## config.mk

```make
export PLATFORM = sky130hd
export DESIGN_NAME = arp_responder_and_cache_unit_flat
export DESIGN_NICKNAME = d
export VERILOG_FILES = /design/src/arpc_pkg.sv /design/src/arpc_in_if.sv /design/src/arpc_out_if.sv /design/src/arp_responder_and_cache_unit.sv /design/src/arpc_front.sv /design/src/arpc_queue.sv /design/src/arpc_back.sv /design/src/flat_wrapper.sv
export SDC_FILE = /design/constraint.sdc
export NUM_CORES = 2
export LEC_CHECK = 0
export BUFFER_PORTS_ARGS = -buffer_cell sky130_fd_sc_hd__buf_2
export CAP_MARGIN = 5
export CORE_ASPECT_RATIO = 0.9
export CORE_MARGIN = 8
export CORE_UTILIZATION = 45
export DETAILED_ROUTE_END_ITERATION = 8
export GPL_ROUTABILITY_DRIVEN = 0
export HOLD_SLACK_MARGIN = 0.05
export MAX_ROUTING_LAYER = met4
export PLACE_DENSITY_LB_ADDON = 0.15
export SYNTH_ARGS = -nofsm -noshare
export SYNTH_HDL_FRONTEND = slang
export SYNTH_HIERARCHICAL = 1
export SYNTH_SLANG_ARGS = --single-unit
```

## constraint.sdc

```tcl
create_clock -name clk -period 13.8 [get_ports clk]
set_input_delay 2.76 -clock clk [delete_from_list [all_inputs] [get_ports clk]]
set_output_delay 2.76 -clock clk [all_outputs]
set_load 0.05 [all_outputs]
```

## src/arpc_pkg.sv

```systemverilog
`default_nettype none
package arpc_pkg;

	localparam int MAC_W = 48;
	localparam int IP_W  = 32;

	localparam int CFG_IDX_W  = 1;
	localparam int CFG_DATA_W = 48;
	localparam logic [CFG_IDX_W-1:0] REG_OUR_MAC = 1'd0;
	localparam logic [CFG_IDX_W-1:0] REG_OUR_IP  = 1'd1;

	localparam logic [1:0] FUNC_PACKET   = 2'd0;
	localparam logic [1:0] FUNC_LOOKUP   = 2'd1;
	localparam logic [1:0] FUNC_DISCOVER = 2'd2;

	localparam logic [15:0] HW_ETHERNET  = 16'h0001;
	localparam logic [15:0] PROTO_IPV4   = 16'h0800;
	localparam logic [7:0]  HW_LEN_ETH   = 8'd6;
	localparam logic [7:0]  PROTO_LEN_IP = 8'd4;
	localparam logic [15:0] OPER_REQUEST = 16'd1;
	localparam logic [15:0] OPER_REPLY   = 16'd2;

	localparam logic [1:0] KIND_NONE     = 2'd0;
	localparam logic [1:0] KIND_REPLY    = 2'd1;
	localparam logic [1:0] KIND_REQUEST  = 2'd2;
	localparam logic [1:0] KIND_LOOKUP   = 2'd3;

	localparam logic [1:0] EMIT_OP_NONE    = 2'd0;
	localparam logic [1:0] EMIT_OP_REQUEST = 2'd1;
	localparam logic [1:0] EMIT_OP_REPLY   = 2'd2;

	localparam logic [MAC_W-1:0] MAC_BROADCAST = {MAC_W{1'b1}};

	localparam int QUEUE_DEPTH = 2;
	localparam int QPTR_W      = 1;
	localparam int QCNT_W      = 2;

	typedef enum logic [2:0] {
		CMD_NONE,
		CMD_REPLY,
		CMD_DISCOVER,
		CMD_LOOKUP,
		CMD_STORE
	} cmd_kind_t;

	typedef enum logic [1:0] {
		B_IDLE,
		B_SCAN,
		B_FINISH
	} back_state_t;

	typedef struct packed {
		logic [MAC_W-1:0] mac;
		logic [IP_W-1:0]  ip;
	} cfg_t;

	// reply: mac/ip = sender, discover and lookup: ip = target, store: sender pair
	typedef struct packed {
		cmd_kind_t        kind;
		logic [MAC_W-1:0] mac;
		logic [IP_W-1:0]  ip;
	} cmd_t;

	typedef struct packed {
		logic [1:0]       result_kind;
		logic [MAC_W-1:0] dest_mac;
		logic [1:0]       out_operation;
		logic [MAC_W-1:0] out_sender_mac;
		logic [IP_W-1:0]  out_sender_ip;
		logic [MAC_W-1:0] out_target_mac;
		logic [IP_W-1:0]  out_target_ip;
		logic             hit;
		logic [MAC_W-1:0] found_mac;
	} rsp_t;

endpackage
`default_nettype wire

```

## src/arpc_in_if.sv

```systemverilog
`default_nettype none
interface arpc_in_if;
	logic        valid;
	logic        ready;
	logic [1:0]  func;
	logic [15:0] hw_type;
	logic [15:0] proto_type;
	logic [7:0]  hw_len;
	logic [7:0]  proto_len;
	logic [15:0] arp_operation_in;
	logic [47:0] sender_mac;
	logic [31:0] src_ip;
	logic [31:0] addr_ip;

	modport source (
		output valid, func, hw_type, proto_type, hw_len, proto_len,
			arp_operation_in, sender_mac, src_ip, addr_ip,
		input  ready
	);
	modport sink (
		input  valid, func, hw_type, proto_type, hw_len, proto_len,
			arp_operation_in, sender_mac, src_ip, addr_ip,
		output ready
	);
endinterface
`default_nettype wire

```

## src/arpc_out_if.sv

```systemverilog
`default_nettype none
interface arpc_out_if;
	logic        valid;
	logic        ready;
	logic [1:0]  result_kind;
	logic [47:0] dest_mac;
	logic [1:0]  out_operation;
	logic [47:0] out_sender_mac;
	logic [31:0] out_sender_ip;
	logic [47:0] out_target_mac;
	logic [31:0] out_target_ip;
	logic        hit;
	logic [47:0] found_mac;

	modport source (
		output valid, result_kind, dest_mac, out_operation, out_sender_mac,
			out_sender_ip, out_target_mac, out_target_ip, hit, found_mac,
		input  ready
	);
	modport sink (
		input  valid, result_kind, dest_mac, out_operation, out_sender_mac,
			out_sender_ip, out_target_mac, out_target_ip, hit, found_mac,
		output ready
	);
endinterface
`default_nettype wire

```

## src/arp_responder_and_cache_unit.sv

```systemverilog
// ARP responder with an IPv4-to-MAC cache. Every accepted beat on req gives exactly one
// beat on rsp, in order; packets that need no answer give result kind "nothing". The
// front end classifies each beat and drops it into a two-entry command queue, so req
// keeps accepting while the queue has room, also while the back end works and while a
// result waits in the output register. Lookups and received replies walk the cache
// through its single registered read port, one entry per cycle, stopping at the first
// match. The back end takes one item at a time. Valid bits live in flip-flops, so the
// cache is usable right after reset with no clearing pass. When the cache is full a new
// address replaces entries in round-robin order. Write our_mac and our_ip only while no
// item is in flight.
`default_nettype none
module arp_responder_and_cache_unit import arpc_pkg::*; #(
	parameter int CACHE_ENTRIES = 16
) (
	input  logic                  clk,
	input  logic                  arst_n,
	arpc_in_if.sink               req,
	arpc_out_if.source            rsp,
	input  logic                  cfg_we,
	input  logic [CFG_IDX_W-1:0]  cfg_index,
	input  logic [CFG_DATA_W-1:0] cfg_data
);

	cfg_t cfg_q;
	logic push_valid;
	logic push_ready;
	cmd_t push_data;
	logic pop_valid;
	logic pop_ready;
	cmd_t pop_data;

	always_ff @(posedge clk or negedge arst_n) begin
		if (!arst_n) begin
			cfg_q <= '0;
		end else if (cfg_we) begin
			unique case (cfg_index)
				REG_OUR_MAC: cfg_q.mac <= cfg_data[MAC_W-1:0];
				REG_OUR_IP:  cfg_q.ip  <= cfg_data[IP_W-1:0];
				default: ;
			endcase
		end
	end

	arpc_front u_front (
		.req        (req),
		.cfg        (cfg_q),
		.push_valid (push_valid),
		.push_ready (push_ready),
		.push_data  (push_data)
	);

	arpc_queue u_queue (
		.clk        (clk),
		.arst_n     (arst_n),
		.push_valid (push_valid),
		.push_ready (push_ready),
		.push_data  (push_data),
		.pop_valid  (pop_valid),
		.pop_ready  (pop_ready),
		.pop_data   (pop_data)
	);

	arpc_back #(
		.CACHE_ENTRIES (CACHE_ENTRIES)
	) u_back (
		.clk       (clk),
		.arst_n    (arst_n),
		.pop_valid (pop_valid),
		.pop_ready (pop_ready),
		.pop_data  (pop_data),
		.cfg       (cfg_q),
		.rsp       (rsp)
	);

endmodule
`default_nettype wire

```

## src/arpc_front.sv

```systemverilog
`default_nettype none
module arpc_front import arpc_pkg::*; (
	arpc_in_if.sink    req,
	input  cfg_t       cfg,
	output logic       push_valid,
	input  logic       push_ready,
	output cmd_t       push_data
);

	logic hdr_ok;

	assign req.ready  = push_ready;
	assign push_valid = req.valid;

	assign hdr_ok = (req.hw_type == HW_ETHERNET) && (req.proto_type == PROTO_IPV4) &&
		(req.hw_len == HW_LEN_ETH) && (req.proto_len == PROTO_LEN_IP);

	always_comb begin
		push_data.kind = CMD_NONE;
		push_data.mac  = req.sender_mac;
		push_data.ip   = req.src_ip;
		unique case (req.func)
			FUNC_PACKET: begin
				if (hdr_ok) begin
					priority if (req.arp_operation_in == OPER_REQUEST &&
						req.addr_ip == cfg.ip) begin
						push_data.kind = CMD_REPLY;
					end else if (req.arp_operation_in == OPER_REPLY) begin
						push_data.kind = CMD_STORE;
					end else begin
						push_data.kind = CMD_NONE;
					end
				end
			end
			FUNC_LOOKUP: begin
				push_data.kind = CMD_LOOKUP;
				push_data.ip   = req.addr_ip;
			end
			FUNC_DISCOVER: begin
				push_data.kind = CMD_DISCOVER;
				push_data.ip   = req.addr_ip;
			end
			default: begin
				push_data.kind = CMD_NONE;
			end
		endcase
	end

endmodule
`default_nettype wire

```

## src/arpc_queue.sv

```systemverilog
`default_nettype none
module arpc_queue import arpc_pkg::*; (
	input  logic clk,
	input  logic arst_n,
	input  logic push_valid,
	output logic push_ready,
	input  cmd_t push_data,
	output logic pop_valid,
	input  logic pop_ready,
	output cmd_t pop_data
);

	cmd_t              slot_q [QUEUE_DEPTH];
	logic [QPTR_W-1:0] wr_ptr_q;
	logic [QPTR_W-1:0] rd_ptr_q;
	logic [QCNT_W-1:0] count_q;
	logic              do_push;
	logic              do_pop;

	assign push_ready = (count_q != QCNT_W'(QUEUE_DEPTH));
	assign pop_valid  = (count_q != '0);
	assign pop_data   = slot_q[rd_ptr_q];
	assign do_push    = push_valid && push_ready;
	assign do_pop     = pop_valid && pop_ready;

	always_ff @(posedge clk or negedge arst_n) begin
		if (!arst_n) begin
			wr_ptr_q <= '0;
			rd_ptr_q <= '0;
			count_q  <= '0;
		end else begin
			if (do_push) wr_ptr_q <= wr_ptr_q + QPTR_W'(1);
			if (do_pop)  rd_ptr_q <= rd_ptr_q + QPTR_W'(1);
			if (do_push && !do_pop)      count_q <= count_q + QCNT_W'(1);
			else if (do_pop && !do_push) count_q <= count_q - QCNT_W'(1);
		end
	end

	always_ff @(posedge clk) begin
		if (do_push) slot_q[wr_ptr_q] <= push_data;
	end

endmodule
`default_nettype wire

```

## src/arpc_back.sv

```systemverilog
`default_nettype none
module arpc_back import arpc_pkg::*; #(
	parameter int CACHE_ENTRIES = 16
) (
	input  logic        clk,
	input  logic        arst_n,
	input  logic        pop_valid,
	output logic        pop_ready,
	input  cmd_t        pop_data,
	input  cfg_t        cfg,
	arpc_out_if.source  rsp
);

	localparam int IW = (CACHE_ENTRIES > 1) ? $clog2(CACHE_ENTRIES) : 1;
	localparam logic [IW-1:0] LAST = IW'(CACHE_ENTRIES - 1);

	back_state_t state_q;
	back_state_t state_d;

	cmd_t                 cmd_q;
	logic [IP_W-1:0]      ip_mem  [CACHE_ENTRIES];
	logic [MAC_W-1:0]     mac_mem [CACHE_ENTRIES];
	logic [CACHE_ENTRIES-1:0] valid_q;
	logic [IW-1:0]        rp_q;

	logic [IW-1:0]        idx_q;
	logic                 issued_all_q;
	logic                 rd_valid_s1;
	logic [IW-1:0]        rd_idx_s1;
	logic [IP_W-1:0]      rd_ip_s1;
	logic [MAC_W-1:0]     rd_mac_s1;

	logic                 found_q;
	logic [IW-1:0]        found_idx_q;
	logic [MAC_W-1:0]     found_mac_q;
	logic                 free_found_q;
	logic [IW-1:0]        free_idx_q;

	logic                 rsp_valid_q;
	rsp_t                 rsp_q;
	rsp_t                 res;

	logic                 out_free;
	logic                 take;
	logic                 issue;
	logic                 finish;
	logic                 compare;
	logic                 match_s1;
	logic                 scan_end;
	logic                 wr_en;
	logic [IW-1:0]        slot;

	assign out_free = !rsp_valid_q || rsp.ready;
	assign compare  = (state_q == B_SCAN) && rd_valid_s1;
	assign match_s1 = compare && valid_q[rd_idx_s1] && (rd_ip_s1 == cmd_q.ip);
	assign scan_end = compare && (match_s1 || rd_idx_s1 == LAST);
	assign take     = pop_valid && pop_ready;

	always_comb begin
		state_d   = state_q;
		pop_ready = 1'b0;
		issue     = 1'b0;
		finish    = 1'b0;
		unique case (state_q)
			B_IDLE: begin
				pop_ready = 1'b1;
				if (pop_valid) begin
					state_d = (pop_data.kind == CMD_LOOKUP || pop_data.kind == CMD_STORE) ?
						B_SCAN : B_FINISH;
				end
			end
			B_SCAN: begin
				issue = !issued_all_q && !scan_end;
				if (scan_end) state_d = B_FINISH;
			end
			B_FINISH: begin
				if (out_free) begin
					finish  = 1'b1;
					state_d = B_IDLE;
				end
			end
			default: begin
				state_d = B_IDLE;
			end
		endcase
	end

	always_ff @(posedge clk or negedge arst_n) begin
		if (!arst_n) state_q <= B_IDLE;
		else         state_q <= state_d;
	end

	assign slot  = found_q ? found_idx_q : (free_found_q ? free_idx_q : rp_q);
	assign wr_en = finish && (cmd_q.kind == CMD_STORE);

	always_ff @(posedge clk or negedge arst_n) begin
		if (!arst_n) begin
			valid_q      <= '0;
			rp_q         <= '0;
			idx_q        <= '0;
			issued_all_q <= 1'b0;
			rd_valid_s1  <= 1'b0;
			found_q      <= 1'b0;
			free_found_q <= 1'b0;
			rsp_valid_q  <= 1'b0;
		end else begin
			rd_valid_s1 <= issue;
			if (take) begin
				idx_q        <= '0;
				issued_all_q <= 1'b0;
				found_q      <= 1'b0;
				free_found_q <= 1'b0;
			end
			if (issue) begin
				idx_q        <= idx_q + IW'(1);
				issued_all_q <= (idx_q == LAST);
			end
			if (match_s1) found_q <= 1'b1;
			if (compare && !valid_q[rd_idx_s1]) free_found_q <= 1'b1;
			if (wr_en) begin
				valid_q[slot] <= 1'b1;
				if (!found_q && !free_found_q) begin
					rp_q <= (rp_q == LAST) ? '0 : rp_q + IW'(1);
				end
			end
			if (finish)         rsp_valid_q <= 1'b1;
			else if (rsp.ready) rsp_valid_q <= 1'b0;
		end
	end

	always_ff @(posedge clk) begin
		if (take)  cmd_q     <= pop_data;
		if (issue) rd_idx_s1 <= idx_q;
		if (match_s1) begin
			found_idx_q <= rd_idx_s1;
			found_mac_q <= rd_mac_s1;
		end
		if (compare && !valid_q[rd_idx_s1] && !free_found_q) free_idx_q <= rd_idx_s1;
		if (finish) rsp_q <= res;
	end

	// cache memory: one write port, one registered read port
	always_ff @(posedge clk) begin
		if (wr_en) begin
			ip_mem[slot]  <= cmd_q.ip;
			mac_mem[slot] <= cmd_q.mac;
		end
		rd_ip_s1  <= ip_mem[idx_q];
		rd_mac_s1 <= mac_mem[idx_q];
	end

	always_comb begin
		res = '0;
		unique case (cmd_q.kind)
			CMD_REPLY: begin
				res.result_kind    = KIND_REPLY;
				res.dest_mac       = cmd_q.mac;
				res.out_operation  = EMIT_OP_REPLY;
				res.out_sender_mac = cfg.mac;
				res.out_sender_ip  = cfg.ip;
				res.out_target_mac = cmd_q.mac;
				res.out_target_ip  = cmd_q.ip;
			end
			CMD_DISCOVER: begin
				res.result_kind    = KIND_REQUEST;
				res.dest_mac       = MAC_BROADCAST;
				res.out_operation  = EMIT_OP_REQUEST;
				res.out_sender_mac = cfg.mac;
				res.out_sender_ip  = cfg.ip;
				res.out_target_ip  = cmd_q.ip;
			end
			CMD_LOOKUP: begin
				res.result_kind = KIND_LOOKUP;
				res.hit         = found_q;
				res.found_mac   = found_q ? found_mac_q : '0;
			end
			default: begin
				res.result_kind = KIND_NONE;
			end
		endcase
	end

	assign rsp.valid          = rsp_valid_q;
	assign rsp.result_kind    = rsp_q.result_kind;
	assign rsp.dest_mac       = rsp_q.dest_mac;
	assign rsp.out_operation  = rsp_q.out_operation;
	assign rsp.out_sender_mac = rsp_q.out_sender_mac;
	assign rsp.out_sender_ip  = rsp_q.out_sender_ip;
	assign rsp.out_target_mac = rsp_q.out_target_mac;
	assign rsp.out_target_ip  = rsp_q.out_target_ip;
	assign rsp.hit            = rsp_q.hit;
	assign rsp.found_mac      = rsp_q.found_mac;

endmodule
`default_nettype wire

```

## src/flat_wrapper.sv

```systemverilog
// flat-port wrapper written by rule: the top's interface ports become plain ports
module arp_responder_and_cache_unit_flat import arpc_pkg::*;
#(
	parameter int CACHE_ENTRIES = 16
)
  (clk, arst_n, cfg_we, cfg_index, cfg_data, req_valid, req_func, req_hw_type, req_proto_type, req_hw_len, req_proto_len, req_arp_operation_in, req_sender_mac, req_src_ip, req_addr_ip, req_ready, rsp_valid, rsp_result_kind, rsp_dest_mac, rsp_out_operation, rsp_out_sender_mac, rsp_out_sender_ip, rsp_out_target_mac, rsp_out_target_ip, rsp_hit, rsp_found_mac, rsp_ready);
  arpc_in_if req_i ();
  arpc_out_if rsp_i ();
  input  logic clk;
  input  logic arst_n;
  input  logic cfg_we;
  input  logic [CFG_IDX_W-1:0] cfg_index;
  input  logic [CFG_DATA_W-1:0] cfg_data;
  input wire logic [$bits(req_i.valid)-1:0] req_valid;
  input wire logic [$bits(req_i.func)-1:0] req_func;
  input wire logic [$bits(req_i.hw_type)-1:0] req_hw_type;
  input wire logic [$bits(req_i.proto_type)-1:0] req_proto_type;
  input wire logic [$bits(req_i.hw_len)-1:0] req_hw_len;
  input wire logic [$bits(req_i.proto_len)-1:0] req_proto_len;
  input wire logic [$bits(req_i.arp_operation_in)-1:0] req_arp_operation_in;
  input wire logic [$bits(req_i.sender_mac)-1:0] req_sender_mac;
  input wire logic [$bits(req_i.src_ip)-1:0] req_src_ip;
  input wire logic [$bits(req_i.addr_ip)-1:0] req_addr_ip;
  output wire logic [$bits(req_i.ready)-1:0] req_ready;
  output wire logic [$bits(rsp_i.valid)-1:0] rsp_valid;
  output wire logic [$bits(rsp_i.result_kind)-1:0] rsp_result_kind;
  output wire logic [$bits(rsp_i.dest_mac)-1:0] rsp_dest_mac;
  output wire logic [$bits(rsp_i.out_operation)-1:0] rsp_out_operation;
  output wire logic [$bits(rsp_i.out_sender_mac)-1:0] rsp_out_sender_mac;
  output wire logic [$bits(rsp_i.out_sender_ip)-1:0] rsp_out_sender_ip;
  output wire logic [$bits(rsp_i.out_target_mac)-1:0] rsp_out_target_mac;
  output wire logic [$bits(rsp_i.out_target_ip)-1:0] rsp_out_target_ip;
  output wire logic [$bits(rsp_i.hit)-1:0] rsp_hit;
  output wire logic [$bits(rsp_i.found_mac)-1:0] rsp_found_mac;
  input wire logic [$bits(rsp_i.ready)-1:0] rsp_ready;
  assign req_i.valid = req_valid;
  assign req_i.func = req_func;
  assign req_i.hw_type = req_hw_type;
  assign req_i.proto_type = req_proto_type;
  assign req_i.hw_len = req_hw_len;
  assign req_i.proto_len = req_proto_len;
  assign req_i.arp_operation_in = req_arp_operation_in;
  assign req_i.sender_mac = req_sender_mac;
  assign req_i.src_ip = req_src_ip;
  assign req_i.addr_ip = req_addr_ip;
  assign req_ready = req_i.ready;
  assign rsp_valid = rsp_i.valid;
  assign rsp_result_kind = rsp_i.result_kind;
  assign rsp_dest_mac = rsp_i.dest_mac;
  assign rsp_out_operation = rsp_i.out_operation;
  assign rsp_out_sender_mac = rsp_i.out_sender_mac;
  assign rsp_out_sender_ip = rsp_i.out_sender_ip;
  assign rsp_out_target_mac = rsp_i.out_target_mac;
  assign rsp_out_target_ip = rsp_i.out_target_ip;
  assign rsp_hit = rsp_i.hit;
  assign rsp_found_mac = rsp_i.found_mac;
  assign rsp_i.ready = rsp_ready;
  arp_responder_and_cache_unit #(.CACHE_ENTRIES(CACHE_ENTRIES)) u_core (.clk(clk), .arst_n(arst_n), .req(req_i), .rsp(rsp_i), .cfg_we(cfg_we), .cfg_index(cfg_index), .cfg_data(cfg_data));
endmodule
```

## Word level (Yosys, flattened, before mapping)

Memories as Yosys holds them, arrays and structs flattened. A register that Yosys moved wholly into a read port is not among the register bits.
Index checks and enable logic that the tools add are counted.

| cells by class | value |
|---|---|
| order comparisons | 3 |
| eq/ne operators | 25 |
| bitwise logic cells | 2 |
| muxes and demuxes | 37 |
| reduce and logical (&&, ||, !) cells | 44 |
| $add $sub $neg | 6 |

Operators with widths:

| kind | number |
|---|---|
| case mux 130 bit (2 select lines) | 1 |
| equality test 32 bit | 2 |
| equality test 16 x 1 -> 1 bit, second input constant | 2 |
| two-way mux 32 bit | 1 |
| two-way mux 4 bit | 5 |
| logical AND 1 bit | 18 |
| equality test 16 x 12 -> 1 bit, second input constant | 1 |
| equality test 16 x 2 -> 1 bit, second input constant | 1 |
| equality test 8 x 3 -> 1 bit, second input constant | 2 |
| two-way mux 1 bit | 16 |
| OR 16 bit | 1 |
| equality test 4 bit, second input constant | 3 |
| two-way mux 2 bit | 6 |
| case mux 2 bit (3 select lines) | 2 |
| nonzero test 2 bit | 6 |
| less-than comparator 4 x 5 -> 1 bit, second input constant | 2 |
| equality test 3 x 2 -> 1 bit, second input constant | 3 |
| two-way mux 3 bit | 3 |
| case mux 3 bit (3 select lines) | 1 |
| adder 4 x 1 -> 4 bit, second input constant | 2 |
| zero test 1 bit | 8 |
| AND reduction 2 bit | 4 |
| equality test 3 bit, second input constant | 2 |
| inequality test 2 bit, second input constant | 3 |
| 15 further kinds | 22 |

| word-level totals | value |
|---|---|
| register bits | 519 |
| input bits | 232 |
| memories | 3 |
| RAM bits | 1446 |
| output and inout bits | 263 |

Memory list:

| name | words | bits a word | rd ports | clocked after memory_dff | wr ports | line | source |
|---|---|---|---|---|---|---|---|
| u_core.u_back.mac_mem | 16 | 48 | 1 | 1 | 1 | arpc_back.sv:22 | `logic [MAC_W-1:0] mac_mem [CACHE_ENTRIES];` |
| u_core.u_back.ip_mem | 16 | 32 | 1 | 1 | 1 | arpc_back.sv:21 | `logic [IP_W-1:0] ip_mem [CACHE_ENTRIES];` |
| u_core.u_queue.slot_q | 2 | 83 | 1 | 0 | 1 | arpc_queue.sv:13 | `cmd_t slot_q [QUEUE_DEPTH];` |

## Longest topological paths before layout

| depth | value |
|---|---|
| word-level depth | 10 |
| depth in mapped cells | 9 |
| mapped depth without buffers | 7 |

## Modules after synthesis

Netlist, hierarchy kept.

By module, submodules not included:

| module | seq. area each (um^2) | area an instance (um^2) | cells an instance | instances |
|---|---|---|---|---|
| arpc_back | 52945.8 | 66266.1 | 3364 | 1 |
| arpc_queue | 5084.9 | 6427.4 | 276 | 1 |
| arp_responder_and_cache_unit | 2001.9 | 2979.1 | 170 | 1 |
| arpc_front | 0.0 | 1310.0 | 158 | 1 |

## Least setup slack after synthesis

No wires, ideal clock.

| path | value |
|---|---|
| kind | input -> register |
| start point | input port rsp_ready |
| end point | memory u_core.u_back.ip_mem[9][0], enable pin |
| setup slack | -49 ps |
| required time | 13280 ps |
| library setup time | 520 ps |
| arrival | 13329 ps |
| cell stages on the path | 5 |
| path buffers | 0 |
| cell sequence | nand2b_1 -> and2_1 -> and4_1 -> nand2_1 -> nor2_1 |

| on the way | value |
|---|---|
| word-level cells in the longest chain between the ends | 6 |

Ends and longest elaborated chain:

| item | line | source |
|---|---|---|
| start, declared | flat_wrapper.sv:35 | `input wire logic [$bits(rsp_i.ready)-1:0] rsp_ready;` |
| logical OR 1 bit | arpc_back.sv:53 | `assign out_free = !rsp_valid_q \|\| rsp.ready;` |
| two-way mux 1 bit | arpc_back.sv:77 | `if (out_free) begin` |
| two-way mux 1 bit | arpc_back.sv:64 | `unique case (state_q)` |
| named net u_core.u_back.finish | arpc_back.sv:46 | `logic finish;` |
| logical AND 1 bit | arpc_back.sv:94 | `assign wr_en = finish && (cmd_q.kind == CMD_STORE);` |
| two-way mux 1 bit | arpc_back.sv:144 | `if (wr_en) begin` |
| two-way mux 1 bit (not written as such) | arpc_back.sv:145 | `ip_mem[slot] <= cmd_q.ip;` |
| end, declared | arpc_back.sv:21 |  |

The timed path passes the listed nets, and every way through them passes these cells.

## Final worst setup path

| path | value |
|---|---|
| start point | input port rsp_ready |
| end point | memory u_core.u_back.mac_mem[4][15], enable pin |

| on the way | value |
|---|---|
| word-level cells in the longest chain between the ends | 6 |

Ends and longest elaborated chain:

| item | line | source |
|---|---|---|
| logical OR 1 bit | arpc_back.sv:53 |  |
| two-way mux 1 bit | arpc_back.sv:77 |  |
| two-way mux 1 bit | arpc_back.sv:64 |  |
| named net u_core.u_back.finish | arpc_back.sv:46 |  |
| logical AND 1 bit | arpc_back.sv:94 |  |
| two-way mux 1 bit | arpc_back.sv:144 |  |
| two-way mux 1 bit (not written as such) | arpc_back.sv:146 | `mac_mem[slot] <= cmd_q.mac;` |
| end, declared | arpc_back.sv:22 |  |

The timed path passes the listed nets, and every way through them passes these cells.

==> results.md <==
- DRT iter0 DRCs: 3,360
- Top cell type's share of synthesized area: 0.7216
- R2R setup slack: 9340 ps
- Buffer depth of the longest clock path: 3
- Nets: 4,752
- Non-Filler Instances: 6,957
- Die height: 408.4 um
- Area contributors post-synth: edfxtp_1, mux4_2, dfrtp_1
- GR Layer Usage met1: 0.2736
- Row cnt: 144
- TritonRoute pass-1 iters: 7
- CTS tree: yes
- Total negative setup slack: 0 ps
- RSZ-0062 raised after global routing: no
- Reg2reg end: u_core/u_back/rd_ip_s1[27]
- Layout area overhead: 15.00%
- Crit end category: flip-flop
- Antenna Nets Post-Route: 0
- Hold Slack: 399.4 ps
- # fillers: 13,620
- Die footprint: 184,600 um2
- CP endpoint: u_core/u_back/mac_mem[4][15]
- Seq/Total Area, Yosys: 0.7798
- Register area: 60,050 um2
- Worst vdd ir: 0.1589 mV
- H-Tree Depth: 4
- Final hold vios: 0
- TritonCTS Sinks: 2,045
- Met2 Resource Use GR: 0.3169
- Share of cells above drive strength 1: 0.3026
- Worst endpoint required time: 14,200 ps
- Cells after DPL: 6,573
- Post-DP HPWL: 106,300 um
- Overall global routing resource usage: 0.1991
- Post-synth top area cell: edfxtp_1
- Syn Area/Cell: 19.40 um2
- CP max-delay cell: and2_4
- Die Wd: 452.0 um
- Cell mode on critical path: buf_4
- Slew HR: 0.3053
- PortBufs: 494
- Clk Latency, worst-skew pair: 820 ps
- Number of buffers and inverters on the critical path: 3
- Footprint of the multi-input gates: 15,860 um2
- Cell Area, Synth: 76,980 um2
- CP Cell Sequence: buf_2, nand2b_1, and2_4, and4_1, nand2_1, nor2_4, buf_4, buf_4
- Setup violators final: 0
- Yosys warnings: 6
- Final Skew: 49.04 ps
- Max Slew Vio Count: 0
- Power per cell area: 217.1 nW/um2
- Pin count of the biggest net entering global routing: 125
- Post-cts hold buffer count: 0
- Dpl ws: 6759 ps
- CP max FO: 62
- CP peak stage delay: 820 ps
- Grt ovf: 0
- CP Class: in2reg
- Net count after synthesis: 4,205
- Worst r2r src: u_core/u_back/idx_q[0]
- GR Layer Usage met3: 0.03081
- Top achievable clock speed: 0.1629 GHz
- Reg clk slew, reported paths: 60 ps
- Fin worst setup slack: 7663 ps
- Post-CTS Repair Setup Buffers: 0
- Max_cap viols: 0
- Drt total wl: 182,800 um
- CTS resizes: 0
- Syn Inst Count: 3,968
- Fin crit share: 0.4447
- Least-Margin Pin Slew: 1042 ps
- Yosys cell types: 52
- Vias in the first global route: 39,050
- Most numerous cell in the Yosys netlist: edfxtp_1
- Mean number of vias per cell: 5.449
- First-pass GRT wire length: 265,800 um
- Hold Crit Class: reg2reg
- Status: complete, no violations
- DRC: 0
- Gr busiest metal: met2
- DR vias: 37,910
- Synth top cells by count: edfxtp_1, mux2i_1, mux2_2
- DR WL/cell: 26.28 um
- Number of flops mapped to enable cells by yosys: 1,850
- Initial Utilization: 0.4512
- Cell count of the worst reg-to-reg path: 8
- Core area: 170,600 um2
- Top delay family on crit path: simple AND/OR/NAND/NOR gates
- Number of synthesized register bits: 2,045
- Data arrival, critical path: 6530 ps
- Post-layout min period: 6137 ps
- FFs w/ async S/R, synth: 0.05623
- Lkg Pwr: 30.65 nW
- IO Count: 495
- Min-delay src: u_core/u_back/rd_mac_s1[17]
- Num CTS Buffers: 203
- Critical path startpoint: rsp_ready
- Cell depth of the worst setup path: 8
- Startpoint Class: primary input
- Dominant synthesized flop cell: edfxtp_1
- Root buffer cell: clkbuf_16
- Initial antenna violation count: 3
-- worst min path at each step --
stage                                         end  slack, ps  depth (start not counted)
floorplan            u_core/u_back/found_mac_q[0]        390                          0
global route         u_core/u_back/found_mac_q[7]        410                          0
finish              u_core/u_back/found_mac_q[17]        400                          0
CTS                 u_core/u_back/found_mac_q[13]        400                          0
detailed placement  u_core/u_back/found_mac_q[13]        390                          0
global placement    u_core/u_back/found_mac_q[25]        390                          0
-- metal layers --
layer	vias to the layer above	wire, um
li1	16730	-
met1	19900	81050
met2	1033	88870
met3	247	9292
met4	0	3605
met5	-	0
-- flip-flops by register name, indices dropped and copies added, names as in the netlist, 16 cells and up --
signal,flops
u_core/u_back/rsp.out_sender_mac,48
u_core/u_back/rsp.found_mac,48
u_core/u_back/rsp.out_target_ip,32
u_core/u_back/rd_ip_s1,32
u_core/u_queue/slot_q,166
u_core/u_back/rd_mac_s1,48
u_core/u_back/rsp.out_sender_ip,32
u_core/u_back/ip_mem,512
u_core/cfg_q,80
u_core/u_back/valid_q,16
u_core/u_back/mac_mem,768
u_core/u_back/rsp.dest_mac,48
u_core/u_back/rsp.out_target_mac,48
u_core/u_back/found_mac_q,48
u_core/u_back/cmd_q,83
-- logic make-up after synthesis --
logic type | Yosys count | synth area share
adder cells (fa/ha/maj) | 5 | 0.0008127
AND/OR/NAND/NOR | 493 | 0.03602
flip-flops | 2045 | 0.7798
multiplexers | 690 | 0.1241
AO/OA/AOI/OAI | 425 | 0.03470
XOR/XNOR | 70 | 0.007964
buffers and inverters | 240 | 0.01663
-- through the flow --
stage                     power, W  cell area [um2]    util
after CTS                  0.01946            88530  0.5189
after detailed placement   0.01403            81900  0.4800
after floorplan            0.01227            76980       -
after global routing       0.02002            88530  0.5189
final                      0.01922            88530  0.5189
after global placement     0.01396            81900  0.4800
-- report_power, final --
part	internal [W]	switching [W]
Clock	0.00310	0.00233
Sequential	0.00831	0.000817
Combinational	0.00159	0.00308
-- placed cells by master, fill, tap and decap left out, types with 29 or more instances in the layout --
master | synthesis | routed
a21oi_1 | 85 | 85
a221oi_1 | 80 | 80
a22oi_1 | 80 | 80
and2_1 | 211 | 209
buf_2 | 60 | 493
buf_4 | 57 | 82
clkbuf_1 | 99 | 57
clkbuf_16 | 0 | 205
clkbuf_8 | 0 | 30
clkinv_1 | 0 | 29
clkinv_2 | 0 | 36
dfrtp_1 | 115 | 110
dfxtp_1 | 80 | 80
edfxtp_1 | 1850 | 1850
mux2_2 | 217 | 217
mux2_4 | 60 | 60
mux2i_1 | 247 | 247
mux4_2 | 160 | 160
nand2_1 | 111 | 110
o21ai_0 | 158 | 158
or2_2 | 66 | 65
xnor2_1 | 39 | 39
xor2_1 | 31 | 31
-- worst reg2reg max path, cell delays in order, from the launching register on --
cell and delay (ps):
dfrtp_4 1090, buf_4 820, buf_4 740, buf_4 690, mux2_2 470, o21ai_0 150
a21oi_1 90, o21ai_0 220, nand2_1 80
-- cell type report --
cell class                      count  area share
Sequential cell                  2045      0.6783
Clock buffer                      292     0.06502
Tap cell                         2263     0.03198
Clock inverter                     91    0.009893
Multi-Input combinational cell   1683      0.1791
Antenna cell                        1  0.00002826
Timing Repair Buffer              578     0.03550
Inverter                            4   0.0001979
Note: power is estimated with default switching activity, not from simulation.
